## src/rtl/nca_pkg.sv

```systemverilog
`default_nettype none

package nca_pkg;

  // Default sizes of the block.
  localparam int MAX_CLUSTERS_DEF = 16;
  localparam int MAX_DIMS_DEF     = 16;
  localparam int VALUE_BITS_DEF   = 16;

  // Fixed field widths of the interface.
  localparam int OPCODE_W   = 2;
  localparam int SEL_W      = 4;
  localparam int ELEM_W     = 4;
  localparam int VALUE_W    = 16;
  localparam int IDX_OUT_W  = 4;
  localparam int DIST_W     = 39;
  localparam int CNT_W      = 32;
  localparam int CFG_IDX_W  = 2;
  localparam int CFG_DATA_W = 5;

  // Reset values of the configuration registers.
  localparam logic [CFG_DATA_W-1:0] CLUSTERS_USED_RST = CFG_DATA_W'(16);
  localparam logic [CFG_DATA_W-1:0] DIMS_USED_RST     = CFG_DATA_W'(16);

  // Opcodes.
  localparam logic [OPCODE_W-1:0] OP_LOAD  = 2'd0;
  localparam logic [OPCODE_W-1:0] OP_POINT = 2'd1;
  localparam logic [OPCODE_W-1:0] OP_CLEAR = 2'd2;

  // Configuration register indexes.
  localparam logic [CFG_IDX_W-1:0] REG_CLUSTERS_USED = 2'd0;
  localparam logic [CFG_IDX_W-1:0] REG_DIMS_USED     = 2'd1;

  typedef struct packed {
    logic [OPCODE_W-1:0]       opcode;
    logic [SEL_W-1:0]          cluster_select;
    logic [ELEM_W-1:0]         element_index;
    logic signed [VALUE_W-1:0] value;
  } nca_in_t;

  typedef struct packed {
    logic [IDX_OUT_W-1:0] cluster_index;
    logic [DIST_W-1:0]    squared_distance;
    logic [CNT_W-1:0]     cluster_count;
  } nca_out_t;

  // Control strobes broadcast from the sequencer to every cell.
  typedef struct packed {
    logic load;     // write one centroid element
    logic rd;       // read the centroid element at the current position
    logic sq;       // square the difference
    logic acc;      // add the square to the running sum
    logic clr_sum;  // clear the running sums
    logic clr_cnt;  // clear the member counts
    logic bump;     // increment the winner's member count
  } nca_ctl_t;

endpackage

`default_nettype wire

```

## src/rtl/nca_cell.sv

```systemverilog
`default_nettype none

module nca_cell
  import nca_pkg::*;
#(
  parameter int MAX_CLUSTERS = MAX_CLUSTERS_DEF,
  parameter int MAX_DIMS     = MAX_DIMS_DEF,
  parameter int VALUE_BITS   = VALUE_BITS_DEF,
  parameter int CELL_ID      = 0,
  localparam int AW    = (MAX_DIMS > 1) ? $clog2(MAX_DIMS) : 1,
  localparam int IDX_W = (MAX_CLUSTERS > 1) ? $clog2(MAX_CLUSTERS) : 1,
  localparam int CW    = $clog2(MAX_CLUSTERS + 1),
  localparam int SQ_W  = 2 * VALUE_BITS,
  localparam int SUM_W = SQ_W + $clog2(MAX_DIMS)
) (
  input  wire logic                  clk,
  input  wire logic                  rst_n,
  input  wire nca_ctl_t              ctl,
  input  wire logic [SEL_W-1:0]      ld_cluster,
  input  wire logic [AW-1:0]         ld_addr,
  input  wire logic [VALUE_BITS-1:0] ld_value,
  input  wire logic [AW-1:0]         rd_addr,
  input  wire logic [VALUE_BITS-1:0] pt_value,
  input  wire logic [CW-1:0]         ncl,
  input  wire logic [IDX_W-1:0]      bump_idx,
  input  wire logic                  ch_vld_in,
  input  wire logic                  ch_has_in,
  input  wire logic [IDX_W-1:0]      ch_idx_in,
  input  wire logic [SUM_W-1:0]      ch_dist_in,
  input  wire logic [CNT_W-1:0]      ch_cnt_in,
  output      logic                  ch_vld_r,
  output      logic                  ch_has_r,
  output      logic [IDX_W-1:0]      ch_idx_r,
  output      logic [SUM_W-1:0]      ch_dist_r,
  output      logic [CNT_W-1:0]      ch_cnt_r
);

  logic [VALUE_BITS-1:0] mem [MAX_DIMS];
  logic [VALUE_BITS-1:0] rdata_r;
  logic [SQ_W-1:0]       sq_r;
  logic [SUM_W-1:0]      sum_r;
  logic [CNT_W-1:0]      cnt_r;
  logic [CNT_W-1:0]      cnt_inc;

  logic signed [VALUE_BITS:0]       diff;
  logic signed [2*VALUE_BITS+1:0]   prod;
  logic                             in_use;
  logic                             take;
  logic                             hit_ld;
  logic                             hit_bump;

  assign hit_ld   = ctl.load && (32'(ld_cluster) == CELL_ID);
  assign hit_bump = ctl.bump && (bump_idx == IDX_W'(CELL_ID));
  assign in_use   = (32'(ncl) > CELL_ID);
  assign cnt_inc  = (cnt_r == '1) ? cnt_r : cnt_r + 1'b1;

  assign diff = $signed({pt_value[VALUE_BITS-1], pt_value})
              - $signed({rdata_r[VALUE_BITS-1], rdata_r});
  assign prod = diff * diff;

  // Strictly closer wins, so an earlier cell keeps the best on a tie.
  assign take = in_use && (!ch_has_in || (ch_dist_in > sum_r));

  always_ff @(posedge clk) begin
    if (hit_ld) begin
      mem[ld_addr] <= ld_value;
    end
    if (ctl.rd) begin
      rdata_r <= mem[rd_addr];
    end
    if (ctl.sq) begin
      sq_r <= prod[SQ_W-1:0];
    end
  end

  always_ff @(posedge clk) begin
    if (!rst_n) begin
      sum_r    <= '0;
      cnt_r    <= '0;
      ch_vld_r <= 1'b0;
    end else begin
      if (ctl.clr_sum) begin
        sum_r <= '0;
      end else if (ctl.acc) begin
        sum_r <= sum_r + SUM_W'(sq_r);
      end
      if (ctl.clr_cnt) begin
        cnt_r <= '0;
      end else if (hit_bump) begin
        cnt_r <= cnt_inc;
      end
      ch_vld_r <= ch_vld_in;
    end
  end

  always_ff @(posedge clk) begin
    if (take) begin
      ch_has_r  <= 1'b1;
      ch_idx_r  <= IDX_W'(CELL_ID);
      ch_dist_r <= sum_r;
      ch_cnt_r  <= cnt_inc;
    end else begin
      ch_has_r  <= ch_has_in;
      ch_idx_r  <= ch_idx_in;
      ch_dist_r <= ch_dist_in;
      ch_cnt_r  <= ch_cnt_in;
    end
  end

endmodule

`default_nettype wire

```

## config.mk

```make
export PLATFORM = sky130hd
export DESIGN_NAME = nca_cell
export DESIGN_NICKNAME = d
export VERILOG_FILES = /design/src/rtl/nca_pkg.sv /design/src/rtl/nca_cell.sv
export SDC_FILE = /design/constraint.sdc
export NUM_CORES = 1
export LEC_CHECK = 0
export BUFFER_PORTS_ARGS = -buffer_cell sky130_fd_sc_hd__buf_2
export CAP_MARGIN = 30
export CORE_ASPECT_RATIO = 1.2
export CORE_MARGIN = 4
export CORE_UTILIZATION = 35
export CTS_BUF_LIST = sky130_fd_sc_hd__clkbuf_8 sky130_fd_sc_hd__clkbuf_16
export DETAILED_ROUTE_END_ITERATION = 10
export PLACE_DENSITY = 0.63
export RECOVER_POWER = 100
export SLEW_MARGIN = 20
export SYNTH_ARGS = -nofsm -noshare
export SYNTH_HDL_FRONTEND = slang
export SYNTH_SLANG_ARGS = --single-unit
```

## constraint.sdc

```tcl
create_clock -name clk -period 10.8 [get_ports clk]
set_input_delay 2.16 -clock clk [delete_from_list [all_inputs] [get_ports clk]]
set_output_delay 2.16 -clock clk [all_outputs]
set_load 0.005 [all_outputs]
```

==> reports/metrics.csv, run 1 <==
stage,metric,value,unit
critical_path,crit_required,11.14,ns
final_layout,finalNetCount,3185,
floorplan,die_h,323.4,um
critical_path,cp-start-kind,input pin,
logic_synthesis,syn_area,0.02901,mm2
critical_path,critPathMaxStageDelay,0.56,ns
timing,layout_min_cycle_time,10.09,ns
grt,grt_pass1_wl,101700,um
placed_design,dp_cells,3690,
logic_synthesis,async_flop_share,0,%
min_path,hp-class,register to register,
clock_network,clockBufferDepth,3,
routing,first_iter_violations,1008,
floorplan,start_util,35.31,%
timing,fin_crit_sh,93.40,%
grt,grt_start_max_net_pins,73,
final_layout,drive_above_1_share,15.10,%
timing,slew_headroom,-164.3,%
clock_network,cts_resized,0,
clock_network,cts_tree,yes,
logic_synthesis,syn_inst,2398,
routing,avgViaCountPerCell,4.742,
clock_network,cts_root_buf,clkbuf_16,
clock_network,cts_htree_levels,2,
timing,setup_viol,0,
logic_synthesis,synth_ff_type,edfxtp_1,
status,status,finished with violations,
clock_network,post_cts_buffers,0,
clock_network,clkLatencyLatePin,0.59,ns
timing,rsz0062_at_grt,no,
timing,finalHoldViolCount,0,
critical_path,critical_path_arrival,10.42,ns
routing,drc,0,
final_layout,final_cell_mix,"402 x inv_1, 303 x edfxtp_1, 258 x fa_1",
routing,wl_per_cell,16.97,um
status,violations,"max-capacitance violations, max-slew violations",
final_layout,final_cells,3777,
floorplan,core,0.08216,mm2
logic_synthesis,yosys_warnings,0,
placed_design,io_buffer_count,209,
critical_path,cp_common_cell,fa_1,
routing,ant_nets,0,
critical_path,path_max_fanout,10,
logic_synthesis,synth_largest_area_cell,edfxtp_1,
timing,tns,0,ns
clock_network,hold_buffers,0,
logic_synthesis,ys_types,86,
timing,tightest_slew,3.965,ns
logic_synthesis,avgSynthCellArea,12.10,um2
floorplan,fp.dieW,270.8,um
final_layout,layout_commonest_cell,inv_1,
placed_design,pre_cts_ws,0.1189,ns
routing,routed_wirelength,64080,um
floorplan,die-area,0.08758,mm2
critical_path,crit_path_top_delay_cell,fa_1,
floorplan,num_rows,115,
timing,drv_slew,194,
placed_design,hpwl,48090,um
routing,firstDrtPassIters,5,
grt,grtUsageTotal,14.60,%
clock_network,cts_sinks,445,
timing,clock_skew,0.02114,ns
logic_synthesis,synth_edf_count,303,
floorplan,ioPinCount,210,
timing,timing.final.ws_setup,0.7127,ns
grt,grt-ovfl-total,0,
grt,grt_pass1_vias,18512,
final_layout,finalInstanceArea,0.03273,mm2
clock_network,cts_buffers,46,
critical_path,endpoint_kind,register,
logic_synthesis,netlist_top_cells_area,"edfxtp_1 31%, fa_1 18%, dfxtp_1 9.8%",
logic_synthesis,synthesis.nets,2955,
logic_synthesis,ys_ff_latch,445,
routing,vias,17909,
logic_synthesis,yosys.area.top_type_share,31.36,%
placed_design,place.gp.congestion,0.8696,
timing,max_freq,99.13,MHz
clock_network,path_clk_slew,0.06,ns
run,cap_violations,5,
critical_path,worst-setup-path-type,input pin to register,
final_layout,fillCellCount,7853,
final_layout,areaGrowthSynthToFinish,12.80,%
placed_design,place_area,0.03150,mm2
logic_synthesis,ys_seq_area_share,41.16,%
grt,antenna_found_initial,9,
## state kept, by name, indices dropped and copies added (netlist names)
register and cells:
mem 256, ch_dist_r 36, sum_r 36, ch_cnt_r 32
cnt_r 32, sq_r 31, rdata_r 16, ch_idx_r 4
ch_has_r 1, ch_vld_r 1
## critical path: cells and delay by family
kind | cells | cell delay [ns]
buffers and inverters | 6 | 0.56
AOI/OAI and AO/OA | 15 | 3.14
and+or+nand+nor | 3 | 0.40
xor gates and xnor gates | 2 | 0.57
adders and majority gates | 8 | 3.57
## per-layer routing
metal	vias to the layer above	track usage (%)	wire, um
met5	-	0	27
met3	93	2.574	3631
met4	4	3.672	1476
met1	8809	17.69	25830
li1	8557	-	-
met2	446	26.99	33110
## cell usage after synthesis, drive strengths merged, types with 44 or more instances
cell type,n
ha,163
mux4,80
o21ai,44
fa,258
nand2,139
edfxtp,303
nor2,211
mux2,70
a21oi,76
inv,393
dfxtp,142
xor2,52
xnor2,89
## cell families after synthesis
kind of cell | after synthesis | share of synthesized area, %
AOI/OAI and AO/OA | 240 | 5.503
adders and majority gates | 421 | 24.83
buffers and inverters | 466 | 6.305
DFF | 445 | 41.16
muxes | 170 | 9.617
and+or+nand+nor | 515 | 8.263
xor gates and xnor gates | 141 | 4.321
## area by class of cell
class	count	area (um2)	share of cell area, %
diodes	3	7.507	0.02294
inverters	395	1485	4.538
flip-flops and latches	445	11940	36.49
clock buffers	51	1231	3.762
repair buffers	253	1225	3.743
clock inverters	32	209.0	0.6385
well taps	1111	1390	4.248
multi-input cells	1487	15240	46.56
## stage by stage
| stage | util (%) | hold slack (ns) |
|---|---|---|
| after detailed placement | 38.34 | 0.4881 |
| after global routing | 39.82 | 0.5266 |
| after global placement | 38.25 | 0.4799 |
| after floorplan | - | 0.4615 |
| after CTS | 40.09 | 0.4996 |
| final | 39.83 | 0.5021 |
## final timing paths
check,to,slack (ns),cells after the start,startpoint
max reg2reg,sq_r[31]$_DFFE_PP_,1.93,34,rdata_r[1]$_DFFE_PP_
min,cnt_r[1]$_SDFFE_PP0P_,0.50,2,cnt_r[1]$_SDFFE_PP0P_
min reg2reg,cnt_r[1]$_SDFFE_PP0P_,0.50,2,cnt_r[1]$_SDFFE_PP0P_
max,sq_r[31]$_DFFE_PP_,0.71,34,pt_value[1]
Power of run 1 is left out: the tool's default activity adds up to more than one toggle a clock period on the data nets, which glitch-free logic cannot reach.
==> inputs of run 2 (changes only) <==
Settings changed: ABC_AREA set to 1, CTS_CLUSTER_DIAMETER set to 200, SKIP_CTS_REPAIR_TIMING set to 1.
==> run 2 against run 1 <==
Highest routed layer unchanged; global-route usage is 2.8 points higher; wire length is 30% higher; hold slack worse by 0.0021 ns; via count is 32% higher; first-iteration DRC count is 40% higher; clock-buffer cell count is 2 higher; the flow still finishes with violations (max-capacitance violations, max-slew violations); clock skew is 0.0058 ns higher; setup slack better by 0.76 ns; largest cell class unchanged; die area is 7.2% higher.
==> reports/metrics.csv, run 2 <==
stage,metric,value,unit
floorplan,core,0.08800,mm2
grt,grtUsageTotal,17.38,%
logic_synthesis,syn_area,0.03117,mm2
final_layout,final_cell_mix,"688 x inv_1, 634 x nand2_1, 303 x edfxtp_1",
min_path,hp-class,register to register,
floorplan,num_rows,119,
placed_design,io_buffer_count,209,
clock_network,clkLatencyLatePin,0.58,ns
final_layout,multi_input_area,0.01616,mm2
floorplan,die_h,334.9,um
critical_path,endpoint_kind,register,
placed_design,place.gp.congestion,0.9372,
logic_synthesis,synth_ff_type,edfxtp_1,
critical_path,path_max_fanout,11,
routing,wl_per_cell,17.14,um
status,status,finished with violations,
final_layout,fillCellCount,8715,
clock_network,cts_sinks,445,
clock_network,path_clk_slew,0.06,ns
final_layout,regArea,0.01194,mm2
clock_network,cts_htree_levels,2,
routing,routed_wirelength,83350,um
logic_synthesis,yosys.area.top_type_share,29.19,%
logic_synthesis,avgSynthCellArea,8.939,um2
final_layout,top_register,mem,
status,violations,"max-capacitance violations, max-slew violations",
critical_path,rr_worst_depth,28,
critical_path,cp_top_family,adder cells,
floorplan,start_util,35.42,%
logic_synthesis,ys_ff_latch,445,
critical_path,worst-setup-path-type,input pin to register,
routing,ant_nets,0,
timing,clock_skew,0.02691,ns
critical_path,crit_cells,30,
logic_synthesis,ys_types,51,
timing,finalHoldViolCount,0,
critical_path,cp-start-kind,input pin,
clock_network,cts_buffers,50,
logic_synthesis,synth_largest_area_cell,edfxtp_1,
critical_path,critical_path_arrival,9.67,ns
clock_network,cts_root_buf,clkbuf_16,
routing,vias,23719,
final_layout,areaGrowthSynthToFinish,12.17,%
clock_network,clockBufferDepth,3,
logic_synthesis,async_flop_share,0,%
logic_synthesis,ys_seq_area_share,38.31,%
logic_synthesis,syn_inst,3487,
floorplan,ioPinCount,210,
timing,drv_slew,344,
routing,drc,0,
floorplan,die-area,0.09392,mm2
timing,max_freq,107.2,MHz
min_path,whs_path_depth,2,
routing,first_iter_violations,1407,
timing,tightest_slew,3.336,ns
logic_synthesis,synthesis.nets,4044,
timing,fin_crit_sh,86.36,%
logic_synthesis,synthTopCellsByCount,"679 x inv_1, 634 x nand2_1, 303 x edfxtp_1",
critical_path,crit_path_top_delay_cell,fa_1,
placed_design,hpwl,63110,um
logic_synthesis,synth_edf_count,303,
grt,grt_pass1_vias,23511,
critical_path,crit_required,11.14,ns
run,cap_violations,9,
critical_path,critPathMaxStageDelay,0.75,ns
final_layout,largest_reg_flops,256,
final_layout,layout_commonest_cell,inv_1,
grt,grt_start_max_net_pins,122,
timing,setup_viol,0,
grt,antenna_found_initial,4,
final_layout,finalNetCount,4230,
routing,firstDrtPassIters,5,
logic_synthesis,yosysMostFrequentCell,inv_1,
timing,layout_min_cycle_time,9.327,ns
logic_synthesis,netlist_top_cells_area,"edfxtp_1 29%, fa_1 17%, dfxtp_1 9.1%",
timing,slew_headroom,-122.4,%
final_layout,top_regs,"mem: 256 flops, ch_dist_r: 36 flops, sum_r: 36 flops",
grt,grt-ovfl-total,0,
critical_path,cp_common_cell,inv_1,
final_layout,drive_above_1_share,7.195,%
critical_path,cp_num_buf_inv,10,
timing,tns,0,ns
floorplan,fp.dieW,280.4,um
timing,rsz0062_at_grt,no,
logic_synthesis,yosys_warnings,0,
grt,grt_pass1_wl,128300,um
routing,avgViaCountPerCell,4.877,
clock_network,cts_tree,yes,
[run 2: cell count changes after synthesis, moves of 25 or more]
cell / change
mux2i_1: +44
inv_1: +289
xnor2_1: -70
mux2_2: -60
nand2_1: +496
a21o_1: -34
nor2_1: +63
mux4_2: -80
o21ai_0: +140
a21oi_1: +138
o211ai_1: +62
nand3_1: +177
clkbuf_1: +25
[run 2: path summary, 6_finish.rpt]
path | slack [ns] | startpoint | endpoint
worst max-delay path | 1.47 | pt_value[0] | sq_r[31]$_DFFE_PP_
worst min register to register | 0.50 | sum_r[17]$_SDFFE_PP0P_ | ch_dist_r[17]$_DFF_P_
worst max register to register | 2.74 | rdata_r[0]$_DFFE_PP_ | sq_r[31]$_DFFE_PP_
worst min-delay path | 0.50 | sum_r[17]$_SDFFE_PP0P_ | ch_dist_r[17]$_DFF_P_
[run 2: layout make-up]
type                       instances  area share (%)
sequential                       445           34.15
antenna                            3         0.02147
multi-input combinational       2246           46.23
timing repair buffer             242           3.403
inverter                         688           7.386
tap                             1149           4.112
clock buffer                      53           3.729
clock inverter                    37          0.9698
[run 2: worst register-to-register path, delay by kind of cell, from the launching register on]
family                     cells  cell delay [ns]
adders and majority gates      9             4.26
AOI/OAI and AO/OA              2             0.25
DFF                            1             0.44
and+or+nand+nor                8             1.13
buffers and inverters          8             1.06
xor gates and xnor gates       1             0.67
[run 2: through the flow]
stage	cell area [um2]	hold slack, ns	cells	setup slack [ns]	utilization (%)
3_3_place_gp	33430	0.4944	4763	1.261	37.99
3_5_place_dp	33510	0.4997	4768	1.185	38.09
6_report	34960	0.5000	4863	1.473	39.73
4_1_cts	35160	0.5012	4858	1.784	39.95
5_1_grt	34960	0.5286	4861	0.9519	39.73
2_1_floorplan	31170	0.4643	3487	2.157	-
[run 2: logic make-up after synthesis]
logic type | after synthesis | share of synthesized area, %
xor+xnor | 60 | 1.818
buf+inv | 796 | 9.782
fa+ha+maj | 421 | 23.11
simple gates | 1197 | 15.90
flops | 445 | 38.31
mux | 64 | 2.055
compound gates | 504 | 9.023
[run 2: per-layer routing]
metal	track usage (%)	part of all wire, %	vias to the layer above
met1	20.29	40	11249
met5	0	0.025	-
met4	7.819	5.0	4
met3	2.548	5.2	194
li1	-	-	11587
met2	31.58	50	685
Power of run 2 is left out for the same reason.
==> inputs of run 3 (changes only) <==
Settings changed: BUFFER_PORTS_ARGS -buffer_cell sky130_fd_sc_hd__buf_2 to -buffer_cell sky130_fd_sc_hd__buf_4.
==> run 3 against run 2 <==
The run still ends with max-capacitance violations, max-slew violations left; setup slack lost 0.011 ns; cell area rose by 1.1%; core utilization grew 0.43 points; maximum frequency shrank 0.11%; non-clock buffer count down 3; sequential share of layout area shrank 0.36 points; global-route usage increased by 0.12 points; via count is essentially flat; clock-buffer cell count grew 1; die area unchanged; critical path type unchanged.
==> reports/metrics.csv, run 3 (synthesized netlist as in run 2, its figures left out) <==
stage,metric,value,unit
routing,wl_met2,42840,um
routing,wl_met3,3938,um
final_layout,areaGrowthSynthToFinish,13.37,%
final_layout,top_regs,"mem: 256 flops, ch_dist_r: 36 flops, sum_r: 36 flops",
grt,grt_pass1_vias,24080,
routing,first_iter_violations,1430,
floorplan,start_util,35.42,%
timing,slew_headroom,-281.5,%
placed_design,place.gp.congestion,0.9230,
timing,finalHoldViolCount,0,
critical_path,endpoint_kind,register,
critical_path,cp_num_buf_inv,9,
routing,avgViaCountPerCell,4.876,
floorplan,fp.dieW,280.4,um
final_layout,finalNetCount,4226,
final_layout,final_cell_mix,"684 x inv_1, 634 x nand2_1, 303 x edfxtp_1",
timing,tightest_slew,5.722,ns
clock_network,cts_tree,yes,
timing,setup_viol,0,
placed_design,hpwl,63140,um
clock_network,cts_root_buf,clkbuf_16,
clock_network,cts_buffers,49,
routing,ant_nets,0,
grt,grt_pass1_wl,130300,um
routing,vias,23699,
timing,rsz0062_at_grt,no,
grt,grt_start_max_net_pins,116,
run,cap_violations,11,
floorplan,die_h,334.9,um
clock_network,clockBufferDepth,3,
status,violations,"max-capacitance violations, max-slew violations",
placed_design,dp_cells,4766,
routing,drt-met1-wl,32950,um
routing,routed_wirelength,83140,um
clock_network,cts_htree_levels,2,
critical_path,critical_path_arrival,9.74,ns
timing,tns,0,ns
final_layout,top_register,mem,
final_layout,drive_above_1_share,8.066,%
final_layout,final_cells,4860,
critical_path,crit_path_top_delay_cell,xor2_1,
floorplan,core,0.08800,mm2
critical_path,cp_top_family,adder cells,
clock_network,cts_sinks,445,
critical_path,worst-setup-path-type,input pin to register,
floorplan,die-area,0.09392,mm2
min_path,hp-class,register to register,
critical_path,critPathMaxStageDelay,0.61,ns
critical_path,cp-start-kind,input pin,
grt,grt-ovfl-total,0,
floorplan,num_rows,119,
critical_path,crit_required,11.20,ns
routing,top_layer_used,met5,
clock_network,path_clk_slew,0.06,ns
final_layout,layout_commonest_cell,inv_1,
routing,drc,0,
routing,wl_per_cell,17.11,um
routing,firstDrtPassIters,5,
floorplan,ioPinCount,210,
timing,drv_slew,510,
placed_design,io_buffer_count,209,
timing,clock_skew,0.03792,ns
grt,grtUsageTotal,17.50,%
timing,layout_min_cycle_time,9.338,ns
critical_path,path_max_fanout,13,
critical_path,r2r_slack,2.70,ns
timing,fin_crit_sh,86.46,%
final_layout,largest_reg_flops,256,
status,status,finished with violations,
timing,max_freq,107.1,MHz
clock_network,clkLatencyLatePin,0.60,ns
grt,antenna_found_initial,6,
critical_path,cp_common_cell,inv_1,
==> run 3: cell types whose count changed in the layout (fill, tap and decap cells not counted), sizes merged <==
cell	previous run	this run
clkinvlp	4	5
buf	162	120
diode	3	4
clkinv	18	20
clkbuf	133	173
inv	698	696
bufinv	5	2
==> run 3: tightest hold or removal path, delay by kind of cell (launching register included) <==
| family | cells | cell delay (ns) |
|---|---|---|
| and+or+nand+nor | 2 | 0.13 |
| DFF | 1 | 0.33 |
==> run 3: worst paths after layout <==
path / cells past startpoint / to / from
max: 31 / sq_r[24]$_DFFE_PP_ / pt_value[0]
min: 2 / ch_dist_r[2]$_DFF_P_ / sum_r[2]$_SDFFE_PP0P_
max reg2reg: 29 / sq_r[24]$_DFFE_PP_ / rdata_r[0]$_DFFE_PP_
min reg2reg: 2 / ch_dist_r[2]$_DFF_P_ / sum_r[2]$_SDFFE_PP0P_
==> run 3: per-layer routing <==
layer / vias up / track usage, %
li1: 11571 / -
met1: 11287 / 20.38
met2: 675 / 32.55
met3: 162 / 2.200
met4: 4 / 7.010
met5: - / 0
==> run 3: area by class of cell <==
class | instances | area, um2
Sequential cell | 445 | 11940
Fill cell | 8659 | 52660
Antenna cell | 4 | 10.01
Tap cell | 1149 | 1438
Multi-Input combinational cell | 2246 | 16190
Clock buffer | 54 | 1295
Clock inverter | 35 | 284.0
Timing Repair Buffer | 239 | 1604
Inverter | 688 | 2582
==> run 3: per-stage QoR <==
| step | hold WS (ns) | setup slack [ns] | area [um2] | util (%) |
|---|---|---|---|---|
| 2_1_floorplan | 0.4643 | 2.157 | 31170 | - |
| 3_3_place_gp | 0.4948 | 1.289 | 33940 | 38.57 |
| 3_5_place_dp | 0.4920 | 1.238 | 34020 | 38.66 |
| 4_1_cts | 0.5007 | 1.831 | 35600 | 40.46 |
| 5_1_grt | 0.5219 | 1.067 | 35340 | 40.16 |
| 6_report | 0.5015 | 1.462 | 35340 | 40.16 |
Power of run 3 is left out for the same reason.
